===== src/b64se_pkg.sv =====
// shared types, constants and the alphabet lookup for the base64 stream encoder
// no dependencies
`timescale 1ns / 1ps

package b64se_pkg;

  localparam int unsigned QueueDepth = 2;

  localparam logic [7:0] PadChar = 8'h3D;
  localparam logic [1:0] MaxHeld = 2'd2;

  // one finished group as handed from the front to the back
  typedef struct packed {
    logic [23:0] bits24;
    logic [1:0]  present;
    logic        last;
  } grp_t;

  function automatic logic [7:0] b64_char(input logic [5:0] v);
    logic [7:0] c;
    if (v < 6'd26) begin
      c = 8'(v) + 8'h41;
    end else if (v < 6'd52) begin
      c = 8'(v) - 8'd26 + 8'h61;
    end else if (v < 6'd62) begin
      c = 8'(v) - 8'd52 + 8'h30;
    end else if (v == 6'd62) begin
      c = 8'h2B;
    end else begin
      c = 8'h2F;
    end
    return c;
  endfunction

endpackage


===== src/b64se_front.sv =====
// input side: holds up to two bytes and packs finished groups
// depends on b64se_pkg
`timescale 1ns / 1ps

module b64se_front (
  input  logic               clk_i,
  input  logic               rst_ni,
  input  logic               s_tvalid_i,
  output logic               s_tready_o,
  input  logic [7:0]         s_tdata_i,
  input  logic               s_tlast_i,
  output logic               push_valid_o,
  input  logic               push_ready_i,
  output b64se_pkg::grp_t    push_data_o
);
  import b64se_pkg::*;

  logic [15:0] held_bytes_q, held_bytes_d;
  logic [1:0]  held_count_q, held_count_d;
  logic [1:0]  cnt;
  logic [1:0]  present;
  logic        accept;
  logic        emit;

  assign s_tready_o = push_ready_i;
  assign accept     = s_tvalid_i && s_tready_o;
  assign cnt        = (held_count_q > MaxHeld) ? MaxHeld : held_count_q;
  assign present    = cnt + 2'd1;
  assign emit       = s_tlast_i || (present == 2'd3);

  always_comb begin
    held_bytes_d = held_bytes_q;
    held_count_d = held_count_q;
    push_valid_o = 1'b0;
    push_data_o.present = present;
    push_data_o.last    = s_tlast_i;
    case (cnt)
      2'd0:    push_data_o.bits24 = {s_tdata_i, 16'h0000};
      2'd1:    push_data_o.bits24 = {held_bytes_q[7:0], s_tdata_i, 8'h00};
      default: push_data_o.bits24 = {held_bytes_q, s_tdata_i};
    endcase
    if (accept) begin
      if (emit) begin
        push_valid_o = 1'b1;
        held_bytes_d = 16'h0000;
        held_count_d = 2'd0;
      end else begin
        held_bytes_d = {held_bytes_q[7:0], s_tdata_i};
        held_count_d = present;
      end
    end
  end

  always_ff @(posedge clk_i or negedge rst_ni) begin
    if (!rst_ni) begin
      held_bytes_q <= 16'h0000;
      held_count_q <= 2'd0;
    end else begin
      held_bytes_q <= held_bytes_d;
      held_count_q <= held_count_d;
    end
  end

endmodule


===== src/b64se_queue.sv =====
// short group queue between the front and the back
// depends on b64se_pkg
`timescale 1ns / 1ps

module b64se_queue #(
  parameter int unsigned Depth = b64se_pkg::QueueDepth
) (
  input  logic            clk_i,
  input  logic            rst_ni,
  input  logic            push_valid_i,
  output logic            push_ready_o,
  input  b64se_pkg::grp_t push_data_i,
  output logic            pop_valid_o,
  input  logic            pop_i,
  output b64se_pkg::grp_t pop_data_o
);
  import b64se_pkg::*;

  localparam int unsigned PtrW = $clog2(Depth);
  localparam int unsigned CntW = $clog2(Depth + 1);
  localparam logic [PtrW-1:0] LastPtr = PtrW'(Depth - 1);

  grp_t            mem_q [Depth];
  logic [PtrW-1:0] wr_ptr_q, rd_ptr_q;
  logic [CntW-1:0] count_q;
  logic            do_push, do_pop;

  assign push_ready_o = (count_q != CntW'(Depth));
  assign pop_valid_o  = (count_q != '0);
  assign do_push      = push_valid_i && push_ready_o;
  assign do_pop       = pop_i && pop_valid_o;
  assign pop_data_o   = mem_q[rd_ptr_q];

  always_ff @(posedge clk_i) begin
    if (do_push) begin
      mem_q[wr_ptr_q] <= push_data_i;
    end
  end

  always_ff @(posedge clk_i or negedge rst_ni) begin
    if (!rst_ni) begin
      wr_ptr_q <= '0;
      rd_ptr_q <= '0;
      count_q  <= '0;
    end else begin
      if (do_push) begin
        wr_ptr_q <= (wr_ptr_q == LastPtr) ? '0 : wr_ptr_q + 1'b1;
      end
      if (do_pop) begin
        rd_ptr_q <= (rd_ptr_q == LastPtr) ? '0 : rd_ptr_q + 1'b1;
      end
      if (do_push && !do_pop) begin
        count_q <= count_q + 1'b1;
      end else if (do_pop && !do_push) begin
        count_q <= count_q - 1'b1;
      end
    end
  end

endmodule


===== src/b64se_back.sv =====
// output side: turns one group into four characters, one per cycle while the receiver is ready
// depends on b64se_pkg
`timescale 1ns / 1ps

module b64se_back (
  input  logic            clk_i,
  input  logic            rst_ni,
  input  logic            pop_valid_i,
  output logic            pop_o,
  input  b64se_pkg::grp_t pop_data_i,
  output logic            m_tvalid_o,
  input  logic            m_tready_i,
  output logic [7:0]      m_tdata_o,
  output logic            m_tlast_o,
  output logic            m_tuser_o
);
  import b64se_pkg::*;

  grp_t       grp_q;
  logic       busy_q;
  logic [1:0] idx_q;
  logic       m_valid_q;
  logic [7:0] m_data_q;
  logic       m_last_q, m_user_q;
  logic       load;
  logic [5:0] sextet;
  logic       pad;
  logic [7:0] ch;

  assign load  = busy_q && (!m_valid_q || m_tready_i);
  assign pop_o = pop_valid_i && (!busy_q || (load && idx_q == 2'd3));

  always_comb begin
    case (idx_q)
      2'd0:    sextet = grp_q.bits24[23:18];
      2'd1:    sextet = grp_q.bits24[17:12];
      2'd2:    sextet = grp_q.bits24[11:6];
      default: sextet = grp_q.bits24[5:0];
    endcase
    pad = ((idx_q == 2'd2) && (grp_q.present < 2'd2)) ||
          ((idx_q == 2'd3) && (grp_q.present < 2'd3));
    ch  = pad ? PadChar : b64_char(sextet);
  end

  always_ff @(posedge clk_i) begin
    if (pop_o) begin
      grp_q <= pop_data_i;
    end
    if (load) begin
      m_data_q <= ch;
      m_last_q <= (idx_q == 2'd3);
      m_user_q <= (idx_q == 2'd3) && grp_q.last;
    end
  end

  always_ff @(posedge clk_i or negedge rst_ni) begin
    if (!rst_ni) begin
      busy_q    <= 1'b0;
      idx_q     <= 2'd0;
      m_valid_q <= 1'b0;
    end else begin
      if (load) begin
        m_valid_q <= 1'b1;
        idx_q     <= idx_q + 2'd1;
      end else if (m_tready_i) begin
        m_valid_q <= 1'b0;
      end
      if (pop_o) begin
        busy_q <= 1'b1;
      end else if (load && idx_q == 2'd3) begin
        busy_q <= 1'b0;
      end
    end
  end

  assign m_tvalid_o = m_valid_q;
  assign m_tdata_o  = m_data_q;
  assign m_tlast_o  = m_last_q;
  assign m_tuser_o  = m_user_q;

endmodule


===== src/base64_stream_encoder.sv =====
// base64 stream encoder top level: front, group queue and back
// depends on b64se_pkg, b64se_front, b64se_queue, b64se_back
`timescale 1ns / 1ps
//
// usage
//   input channel s_*: one raw byte per item in s_tdata_i, s_tlast_i marks
//   the last byte of a message
//   output channel m_*: one ascii character per item in m_tdata_o,
//   m_tlast_o on the fourth character of every group, m_tuser_o on the
//   fourth character of the group that ends the message; short final
//   groups are padded with '='
// timing
//   after the byte that finished a group is taken, the group passes the group
//   queue and the group register, and its first character then becomes valid
//   in the output register; the rest follow one character per cycle while
//   the receiver is ready, a rate set by the output register; the input keeps
//   taking bytes while the back still emits earlier groups
//   s_tready_o drops only while the QueueDepth group queue is full
// reset
//   held bytes, queue and output register are emptied; no item is pending
// stall
//   a stalled receiver holds the current character; the back stops, then
//   the queue fills, then s_tready_o goes low
//
module base64_stream_encoder #(
  parameter int unsigned QueueDepth = b64se_pkg::QueueDepth
) (
  input  logic       clk_i,
  input  logic       rst_ni,
  input  logic       s_tvalid_i,
  output logic       s_tready_o,
  input  logic [7:0] s_tdata_i,   // data_byte
  input  logic       s_tlast_i,
  output logic       m_tvalid_o,
  input  logic       m_tready_i,
  output logic [7:0] m_tdata_o,   // out_char
  output logic       m_tlast_o,
  output logic       m_tuser_o    // message_end
);
  import b64se_pkg::*;

  logic push_valid, push_ready, pop_valid, pop;
  grp_t push_data, pop_data;

  b64se_front u_front (
    .clk_i        (clk_i),
    .rst_ni       (rst_ni),
    .s_tvalid_i   (s_tvalid_i),
    .s_tready_o   (s_tready_o),
    .s_tdata_i    (s_tdata_i),
    .s_tlast_i    (s_tlast_i),
    .push_valid_o (push_valid),
    .push_ready_i (push_ready),
    .push_data_o  (push_data)
  );

  b64se_queue #(
    .Depth (QueueDepth)
  ) u_queue (
    .clk_i        (clk_i),
    .rst_ni       (rst_ni),
    .push_valid_i (push_valid),
    .push_ready_o (push_ready),
    .push_data_i  (push_data),
    .pop_valid_o  (pop_valid),
    .pop_i        (pop),
    .pop_data_o   (pop_data)
  );

  b64se_back u_back (
    .clk_i       (clk_i),
    .rst_ni      (rst_ni),
    .pop_valid_i (pop_valid),
    .pop_o       (pop),
    .pop_data_i  (pop_data),
    .m_tvalid_o  (m_tvalid_o),
    .m_tready_i  (m_tready_i),
    .m_tdata_o   (m_tdata_o),
    .m_tlast_o   (m_tlast_o),
    .m_tuser_o   (m_tuser_o)
  );

endmodule


===== config.mk =====
export PLATFORM = sky130hd
export DESIGN_NAME = base64_stream_encoder
export DESIGN_NICKNAME = d
export VERILOG_FILES = /design/src/b64se_pkg.sv /design/src/b64se_front.sv /design/src/b64se_queue.sv /design/src/b64se_back.sv /design/src/base64_stream_encoder.sv
export SDC_FILE = /design/constraint.sdc
export NUM_CORES = 1
export LEC_CHECK = 0
export BUFFER_PORTS_ARGS = -buffer_cell sky130_fd_sc_hd__clkbuf_2
export CAP_MARGIN = 20
export CORE_MARGIN = 4
export CORE_UTILIZATION = 40
export CTS_CLUSTER_DIAMETER = 150
export DETAILED_ROUTE_END_ITERATION = 7
export PLACE_DENSITY = 0.55
export SKIP_LAST_GASP = 1
export SYNTH_ARGS = -nofsm -noshare
export SYNTH_HDL_FRONTEND = slang
export SYNTH_SLANG_ARGS = --single-unit

===== constraint.sdc =====
create_clock -name clk_i -period 5.55 [get_ports clk_i]
set_input_delay 0.555 -clock clk_i [delete_from_list [all_inputs] [get_ports clk_i]]
set_output_delay 0.555 -clock clk_i [all_outputs]
set_load 0.1 [all_outputs]

* After elaboration in Yosys (flattened, before gate mapping)
Memories as Yosys holds them, arrays and structs flattened. A register that Yosys moved wholly into a read port is not among the register bits. Index checks and enable logic that the tools add are counted.
Cells by class: shift-type cells 0, reduce and logical (&&, ||, !) cells 25, div/mod/pow operators 0, mux-type cells 21, order comparisons 6, bitwise logic cells 0, add/sub/neg operators 11, multiply operators 0, equality and inequality tests 7
Operators with widths (number):
- $pmux 24 s2 | 1
- $mux 8 | 3
- $pmux 6 s3 | 1
- $mux 16 | 1
- $lt 6x6->1 const B | 2
- $logic_and 1x1->1 | 11
- $mux 1 | 10
- $add 6x7->8 const B | 1
- $add 8x6->8 const B | 1
- $add 8x7->8 const B | 1
- $mux 2 | 4
- $reduce_bool 2->1 | 4
- $sub 6x5->7 const B | 1
- $sub 6x6->7 const B | 1
- $add 2x1->2 const B | 3
- $eq 2x2->1 const B | 3
- $eq 6x6->1 const B | 1
- $lt 6x5->1 const B | 1
- $eq 2x1->1 const B | 2
- $logic_not 1->1 | 4
- $logic_not 2->1 | 2
- $logic_or 1x1->1 | 4
- $lt 2x2->1 const B | 2
- $mux 3 | 1
- 4 further kinds | 5
Word-level totals: output and inout port bits 12, input port bits 13, memories kept 1, bits in registers 36, ROM bits 0, latch bits 0, bits in writable memories 54
Memories:
- u_queue.mem_q | depth 2, width 27, rd ports 1, clocked after Yosys merged registers in 1, write ports 1, line b64se_queue.sv:23 | grp_t mem_q [Depth];

* Logic depth before layout (Yosys ltp)
Gate-level depths: netlist of the first run.
depth after elaboration 12, depth in mapped cells 12, mapped depth without buffers 12

* Modules after synthesis
From an unflattened synthesis of the first run, not the netlist that was laid out.
Unflattened totals: cells, all modules 378, area total of the unflattened synthesis 5363.9 um^2
Modules (own cells, without submodules):
- b64se_queue | times used 1, cells each 102, area an instance 2242.2 um^2
- b64se_back | times used 1, cells each 176, area an instance 2108.3 um^2
- b64se_front | times used 1, cells each 100, area an instance 1013.5 um^2

* Worst setup path after synthesis of the first run
OpenSTA, ideal clock, no wires.
path kind register -> register, from reg u_queue.count_q[0], to mem u_queue.mem_q[0][0] in the netlist's numbering, enable pin, clock period less this slack 4.142 ns, arrival time 3.697 ns, cell stages (with the launch flop) 5, setup slack 1.408 ns, cell sequence dfrtp_1 > nand2b_1 > nand2_1 > clkbuf_1 > nor3_1
On the way: longest elaborated chain between the ends 6
Ends and longest elaborated chain:
- start, declared | line b64se_queue.sv:25 | logic [CntW-1:0] count_q;
- start signal, assigned | line b64se_queue.sv:53 | count_q <= count_q + 1'b1;
- start signal, assigned | line b64se_queue.sv:55 | count_q <= count_q - 1'b1;
- $ne 2x2->1 * | line b64se_queue.sv:28 | assign push_ready_o = (count_q != CntW'(Depth));
- via s_tready_o | line base64_stream_encoder.sv:31 | output logic s_tready_o,
- $logic_and 1x1->1 | line b64se_front.sv:26 | assign accept = s_tvalid_i && s_tready_o;
- $mux 1 | line b64se_front.sv:42 | if (accept) begin
- $logic_and 1x1->1 * | line b64se_queue.sv:30 | assign do_push = push_valid_i && push_ready_o;
- $mux 1 * | line b64se_queue.sv:35 | if (do_push) begin
- $mux 1 (not written as such) * | line b64se_queue.sv:36 | mem_q[wr_ptr_q] <= push_data_i;
- end, declared | line b64se_queue.sv:23
Mark *: on every way through the listed nets, which the timed path passes. The rest lies on a longest branch.

* Worst setup path in the final report of the first run
from reg u_back.idx_q[0], to reg u_back.m_data_q[2] (netlist: u_back.m_tdata_o[2]) (data pin)
On the way: longest elaborated chain between the ends 7, elaborated cells on any way between the ends 21, those cells by class add/sub (5); order compare (3); eq/ne (4); mux (5); reduce/logical (4)
Ends and longest elaborated chain:
- start, declared | line b64se_back.sv:21 | logic [1:0] idx_q;
- start signal, assigned | line b64se_back.sv:64 | idx_q <= idx_q + 2'd1;
- $eq 2x2->1, or another cell as far along | line b64se_back.sv:34, b64se_back.sv:40
- $pmux 6 s3 | line b64se_back.sv:34 | case (idx_q)
- $sub 6x6->7 / $eq 6x6->1 (equally long branches) | line b64se_pkg.sv:26, b64se_pkg.sv:27
- $add 8x6->8 / $mux 3 (equally long branches) | line b64se_pkg.sv:26, b64se_pkg.sv:27
- $mux 8 | line b64se_pkg.sv:25 | end else if (v < 6'd62) begin
- $mux 8 | line b64se_pkg.sv:23 | end else if (v < 6'd52) begin
- $mux 8 | line b64se_pkg.sv:21 | if (v < 6'd26) begin
- end signal, assigned | line b64se_back.sv:50 | m_data_q <= ch;
- end, declared | line b64se_back.sv:23 | logic [7:0] m_data_q;
Parallel ways exist; a longest one is shown, timed or not. A chain may end at the register's enable or synchronous reset.

==> impl_metrics.tcl, run 1 <==
set metrics [dict create \
    hpwl_microns 6690 \
    yosysSeqAreaShare 0.654 \
    finalClockSkew_ps 11.0 \
    placedInstanceArea_sq_mm 0.00548 \
    grt_pass1_wl_microns 16400 \
    use_met2 0.228 \
    chipHeight_microns 122 \
    firstDrtPassIters 4 \
    grtUsageMet3 0.0362 \
    hold_violations 0 \
    cts-root-buf "clkbuf_16" \
    fp-row-count 41 \
    clk_pin_slew_ps 60 \
    area_growth_pct 17.6 \
    regToRegStartpoint "u_back.idx_q[0]" \
    fmax_mhz 284 \
    drcViolationCount 0 \
    min_path_type "primary input to async pin" \
    cp_data_required_time_ps 5690 \
    core_area_sq_mm 0.0126 \
    busiest_layer "met2" \
    layout_min_cycle_time_ps 3520 \
    drv_cap 0 \
    io_pins 25 \
    grt_overflow 0 \
    die_area_sq_mm 0.0148 \
    yosys.area.top_type "edfxtp_1" \
    rsz0062_at_grt "false" \
    cts.sinks 117 \
    drv_slew 0 \
    via_per_inst 5.13 \
    cts_buffers 17 \
    placedCellCount 575 \
    mostFrequentLayoutCells "edfxtp_1, nand2_1, o21ai_0" \
    grt_max_degree 37 \
    ys.flop_type "edfxtp_1" \
    drtAntennaViolNets 0 \
    ys_warn_count 0 \
    fp.dieW_microns 122 \
    clk_latency_ps 400 \
    totalWireLength_microns 10000 \
    antenna_found_initial 0 \
    synth_edf_count 91 \
    ff2ff_path_depth 9 \
    drt_iter0_drc 238 \
    ys_ff_latch 117 \
    regArea_sq_mm 0.00338 \
    portBuffers 24 \
    drive_gt1_frac 0.213 \
    tightest_slew_ps 988 \
    syn_nets 414 \
    cp-start-kind "flip-flop" \
    holdBufCountCts 0 \
    critPathMaxFanout 11 \
    slew_headroom 0.340 \
    grt_util_met1 0.191 \
    cts-resized-gates 0 \
    endpoint_kind "flip-flop" \
    cts_max_level 4 \
    dr_total_vias 3122 \
    fin_crit_sh 0.635 \
    avgSynthCellArea_sq_um 13.2 \
    async_reset_ff_frac 0.222 \
    multiInputGateArea_sq_mm 0.00168 \
    grt_use_total 0.146 \
    grt_pass1_vias 3113 \
    fin_setup_tns_ps 0 \
    setup_violations 0 \
    gp_congestion 0.803 \
    crit_type "flip-flop to flip-flop" \
    cts_tree "done" \
    finalInstanceArea_sq_mm 0.00608 \
    start_util 0.410 \
    mappedNetlistArea_sq_mm 0.00517 \
    n_antenna_cell 0 \
    cts.path.max_buffers 2 \
    final_common_cell "edfxtp_1" \
    synth_cell_types 49 \
    syn_inst 391 \
    wl_per_cell_microns 16.4 \
    outcome "finished clean" \
    worstPathArrival_ps 3660 \
    r2r-end "u_back.m_tdata_o[2]" \
    final_nets 446 \
    yosysTopAreaCellShare 0.528 \
    instances_no_fill 608 \
    post-cts-setup-buffers 0 \
    n_fill_cell 1134 \
    synthTopCellsByArea "edfxtp_1, dfrtp_1, mux2_2, nand2_1, o21ai_0" \
    reg2reg_slack_ps 2030 \
]
==> state kept, by name (all words and copies together), names as in the netlist <==
name                  cells
u_queue.mem_q            54
u_front.held_bytes_q     16
u_back.m_tdata_o          8
u_back.m_tvalid_o         1
u_back.busy_q             1
u_back.m_tuser_o          1
u_front.held_count_q      2
u_back.grp_q             27
u_back.m_tlast_o          1
u_queue.rd_ptr_q          1
u_back.idx_q              2
u_queue.wr_ptr_q          1
u_queue.count_q           2
==> worst max-delay path by stage <==
stage                       startpoint             endpoint  slack (ps)
finish                 u_back.idx_q[0]  u_back.m_tdata_o[2]        2030
global placement       u_back.idx_q[0]  u_back.m_tdata_o[2]        2210
global route           u_back.idx_q[0]  u_back.m_tdata_o[2]        1700
floorplan           u_queue.count_q[0]  u_queue.mem_q[0][0]        1410
CTS                    u_back.idx_q[0]  u_back.m_tdata_o[2]        2030
detailed placement     u_back.idx_q[0]  u_back.m_tdata_o[2]        2050
==> logic make-up (layout without fill, tap and decap cells) <==
group,after synthesis,count (layout),share of synthesized area
buf+inv,30,75,0.0227
flops,117,117,0.654
simple gates,103,103,0.0931
compound gates,84,84,0.110
fa+ha+maj,10,10,0.0242
mux,39,39,0.0824
xor+xnor,8,8,0.0135
==> synthesized netlist by cell type, types with 2 or more instances <==
master / n
mux2i_1: 10
a21o_1: 3
nand3_1: 5
nor2b_1: 7
xnor2_1: 4
mux2_2: 29
a21oi_1: 8
nor4_1: 2
ha_1: 10
xor2_1: 4
a41oi_1: 2
a31oi_1: 2
and2_1: 10
a211oi_1: 3
buf_1: 2
nor3_1: 5
nand2_1: 54
a21oi_2: 2
a22o_1: 9
or2_2: 2
edfxtp_1: 91
nand2b_1: 4
dfrtp_1: 26
o221ai_1: 2
inv_1: 12
nor2_1: 9
nor3b_1: 2
clkbuf_1: 13
a311oi_1: 2
o21ai_0: 34
a222oi_1: 5
==> layout make-up <==
| type | count | share of cell area |
|---|---|---|
| clock buffers | 19 | 0.0712 |
| clock inverters | 13 | 0.0228 |
| inverters | 13 | 0.00802 |
| multi-input cells | 244 | 0.276 |
| flip-flops and latches | 117 | 0.556 |
| well taps | 172 | 0.0354 |
| repair buffers | 30 | 0.0304 |
==> critical path: stages (launching register included) <==
cell and delay (ps):
dfrtp_1 420, ha_1 430, inv_2 200, a21oi_2 450
inv_1 160, ha_1 360, a211oi_1 530, a21oi_1 240
o311ai_0 370, nand2_1 80
==> per-layer routing <==
layer	share of wire	wire (microns)
met2	0.48	4770
met3	0.027	267
met4	0.017	172
met5	0	0
met1	0.48	4790
==> per-stage QoR <==
step,util,hold slack [ps],setup slack (ps)
final,0.482,187,2030
after global routing,0.482,238,1700
after CTS,0.480,188,2030
after detailed placement,0.435,471,2050
after global placement,0.434,462,2210
after floorplan,-,259,1410
Power of run 1 is left out: the tool's default activity adds up to more than one toggle a clock period on the data nets, which glitch-free logic cannot reach.
==> run 2: changes to the inputs <==
Settings changed: ABC_AREA set to 1, PLACE_DENSITY 0.55 to 0.57.
Clock period 5.55 ns to 3.1 ns, I/O delays scaled along.
==> impl_metrics.tcl, run 2 <==
set metrics [dict create \
    cts.sinks 117 \
    min_path_cells 1 \
    yosys.area.top_type "edfxtp_1" \
    grt_use_total 0.150 \
    yosys.area_share.adder 0.0235 \
    wl_per_cell_microns 14.0 \
    ys_warn_count 0 \
    synth_top_family_by_area "simple AND/OR/NAND/NOR gates" \
    fmax_mhz 375 \
    reg.largest.list "u_queue.mem_q x54, u_back.grp_q x27, u_front.held_bytes_q x16" \
    placedInstanceArea_sq_mm 0.00564 \
    min_path_type "primary input to flip-flop" \
    chipHeight_microns 123 \
    cp_data_required_time_ps 3250 \
    drt_iter0_drc 200 \
    syn_nets 522 \
    synth-simple-area-share 0.204 \
    io_pins 25 \
    synth_mux_area_frac 0 \
    dr_total_vias 3433 \
    ys_ff_latch 117 \
    grt_pass1_vias 3493 \
    hold_violations 0 \
    grt_overflow 0 \
    syn_inst 499 \
    avgSynthCellArea_sq_um 10.7 \
    die_area_sq_mm 0.0152 \
    slew_headroom 0.454 \
    endpoint_kind "flip-flop" \
    drtAntennaViolNets 0 \
    finalClockSkew_ps 12.9 \
    tightest_slew_ps 814 \
    drive_gt1_frac 0.176 \
    drv_cap 0 \
    outcome "finished clean" \
    yosysTopAreaCellShare 0.514 \
    mostFrequentLayoutCells "nand2_1, edfxtp_1, inv_1" \
    portBuffers 24 \
    totalWireLength_microns 10000 \
    gp_congestion 0.871 \
    post-cts-setup-buffers 0 \
    grt_pass1_wl_microns 17300 \
    cts-root-buf "clkbuf_16" \
    synth_compound_area_frac 0.0720 \
    final_core_util 0.483 \
    area_growth_pct 16.5 \
    start_util 0.415 \
    r2r-end "u_back.m_tdata_o[4]" \
    largest_reg_flops 54 \
    via_per_inst 4.77 \
    hold_end "u_queue.mem_q[0][0]" \
    timing.hold.ws_ps 147 \
    antenna_found_initial 0 \
    final_common_cell "nand2_1" \
    ys.flop_type "edfxtp_1" \
    regMostFlops "u_queue.mem_q" \
    synth_commonest_cells "nand2_1, edfxtp_1, inv_1" \
    cts_buffers 17 \
    final_nets 557 \
    clk_latency_ps 410 \
    cts_max_level 4 \
    drv_slew 0 \
    fp.dieW_microns 123 \
    rsz0062_at_grt "false" \
    mappedNetlistArea_sq_mm 0.00532 \
    clk_pin_slew_ps 50 \
    min_from "s_tlast_i" \
    synth_xor_area_frac 0.00988 \
    fp-row-count 41 \
    synth_edf_count 91 \
    critPathMaxFanout 12 \
    core_area_sq_mm 0.0128 \
    layout_min_cycle_time_ps 2670 \
    firstDrtPassIters 4 \
    crit_type "flip-flop to flip-flop" \
    ff2ff_path_depth 14 \
    hpwl_microns 7100 \
    synth_most_common_cell "nand2_1" \
    fin_crit_sh 0.861 \
    cp-start-kind "flip-flop" \
    reg2reg_slack_ps 430 \
    synth_cell_types 36 \
    synthTopCellsByArea "edfxtp_1, dfrtp_1, nand2_1, inv_1, o21ai_0" \
    n_antenna_cell 0 \
    cts-resized-gates 0 \
    setup_violations 0 \
    grt_max_degree 30 \
    finalInstanceArea_sq_mm 0.00620 \
    cts_tree "done" \
    worstPathArrival_ps 2820 \
    async_reset_ff_frac 0.222 \
    drcViolationCount 0 \
    regToRegStartpoint "u_back.idx_q[0]" \
    yosysSeqAreaShare 0.636 \
    cts.path.max_buffers 2 \
]
-- run 2: cell count changes after synthesis, sizes merged, moves of 4 or more --
cell,previous run,this run
inv,13,55
a222oi,5,0
mux2i,10,0
a21o,4,0
nand3,5,32
nor2b,7,0
and2,10,0
nor3,5,0
a22o,9,0
mux2,29,0
nor2,9,23
nand2b,4,0
nand2,54,173
-- run 2: how the worst max path moves through the flow --
stage / slack, ps / endpoint / cells after the start / from
6_report: 430 / u_back.m_tdata_o[4] / 14 / u_back.idx_q[0]
2_1_floorplan: -270 / u_queue.mem_q[1][0] / 7 / u_queue.count_q[0]
3_3_place_gp: 510 / u_back.m_tdata_o[4] / 14 / u_back.idx_q[0]
3_5_place_dp: 410 / u_back.m_tdata_o[4] / 14 / u_back.idx_q[0]
5_1_grt: 170 / u_back.m_tdata_o[4] / 14 / u_back.idx_q[0]
4_1_cts: 400 / u_back.m_tdata_o[4] / 14 / u_back.idx_q[0]
-- run 2: per-layer routing --
metal | global-route usage | vias up | part of all wire
met2 | 0.252 | 64 | 0.50
met3 | 0.0462 | 17 | 0.043
met1 | 0.180 | 1626 | 0.44
met4 | 0.0623 | 0 | 0.015
met5 | 0 | - | 0
li1 | - | 1726 | -
-- run 2: through the flow --
stage               TNS [ps]  std cells  worst slack [ps]
floorplan             -14370        499              -266
global placement           0        686               514
detailed placement         0        686               410
CTS                        0        719               403
global route               0        719               171
finish                     0        719               431
-- run 2: cell families after synthesis --
kind of cell,count (synthesis)
adders and majority gates,10
AOI/OAI and AO/OA,62
xor gates and xnor gates,6
and+or+nand+nor,231
buffers and inverters,73
DFF,117
-- run 2: layout make-up --
class	instances	area, sq um
Fill cell	1235	6630
Sequential cell	117	3380
Multi-Input combinational cell	309	1650
Clock buffer	27	503
Inverter	58	218
Tap cell	172	215
Timing Repair Buffer	31	175
Clock inverter	5	48.8
-- run 2: what timing repair did --
action,in CTS,in global routing
setup endpoints to repair,0,0
hold endpoints to repair,26,0
hold buffers,1,0
-- run 2: critical path, cell delays in order, from the launching register on --
cell	delay (ps)
dfrtp_1	390
ha_1	260
inv_2	350
nand2_1	100
nor2_1	200
nor2_4	80
inv_1	90
ha_1	230
nand3_1	140
a21oi_2	190
nand3_2	100
nand2_1	100
o21ai_2	60
nand2_1	60
nand3_1	60
Power of run 2 is left out for the same reason.
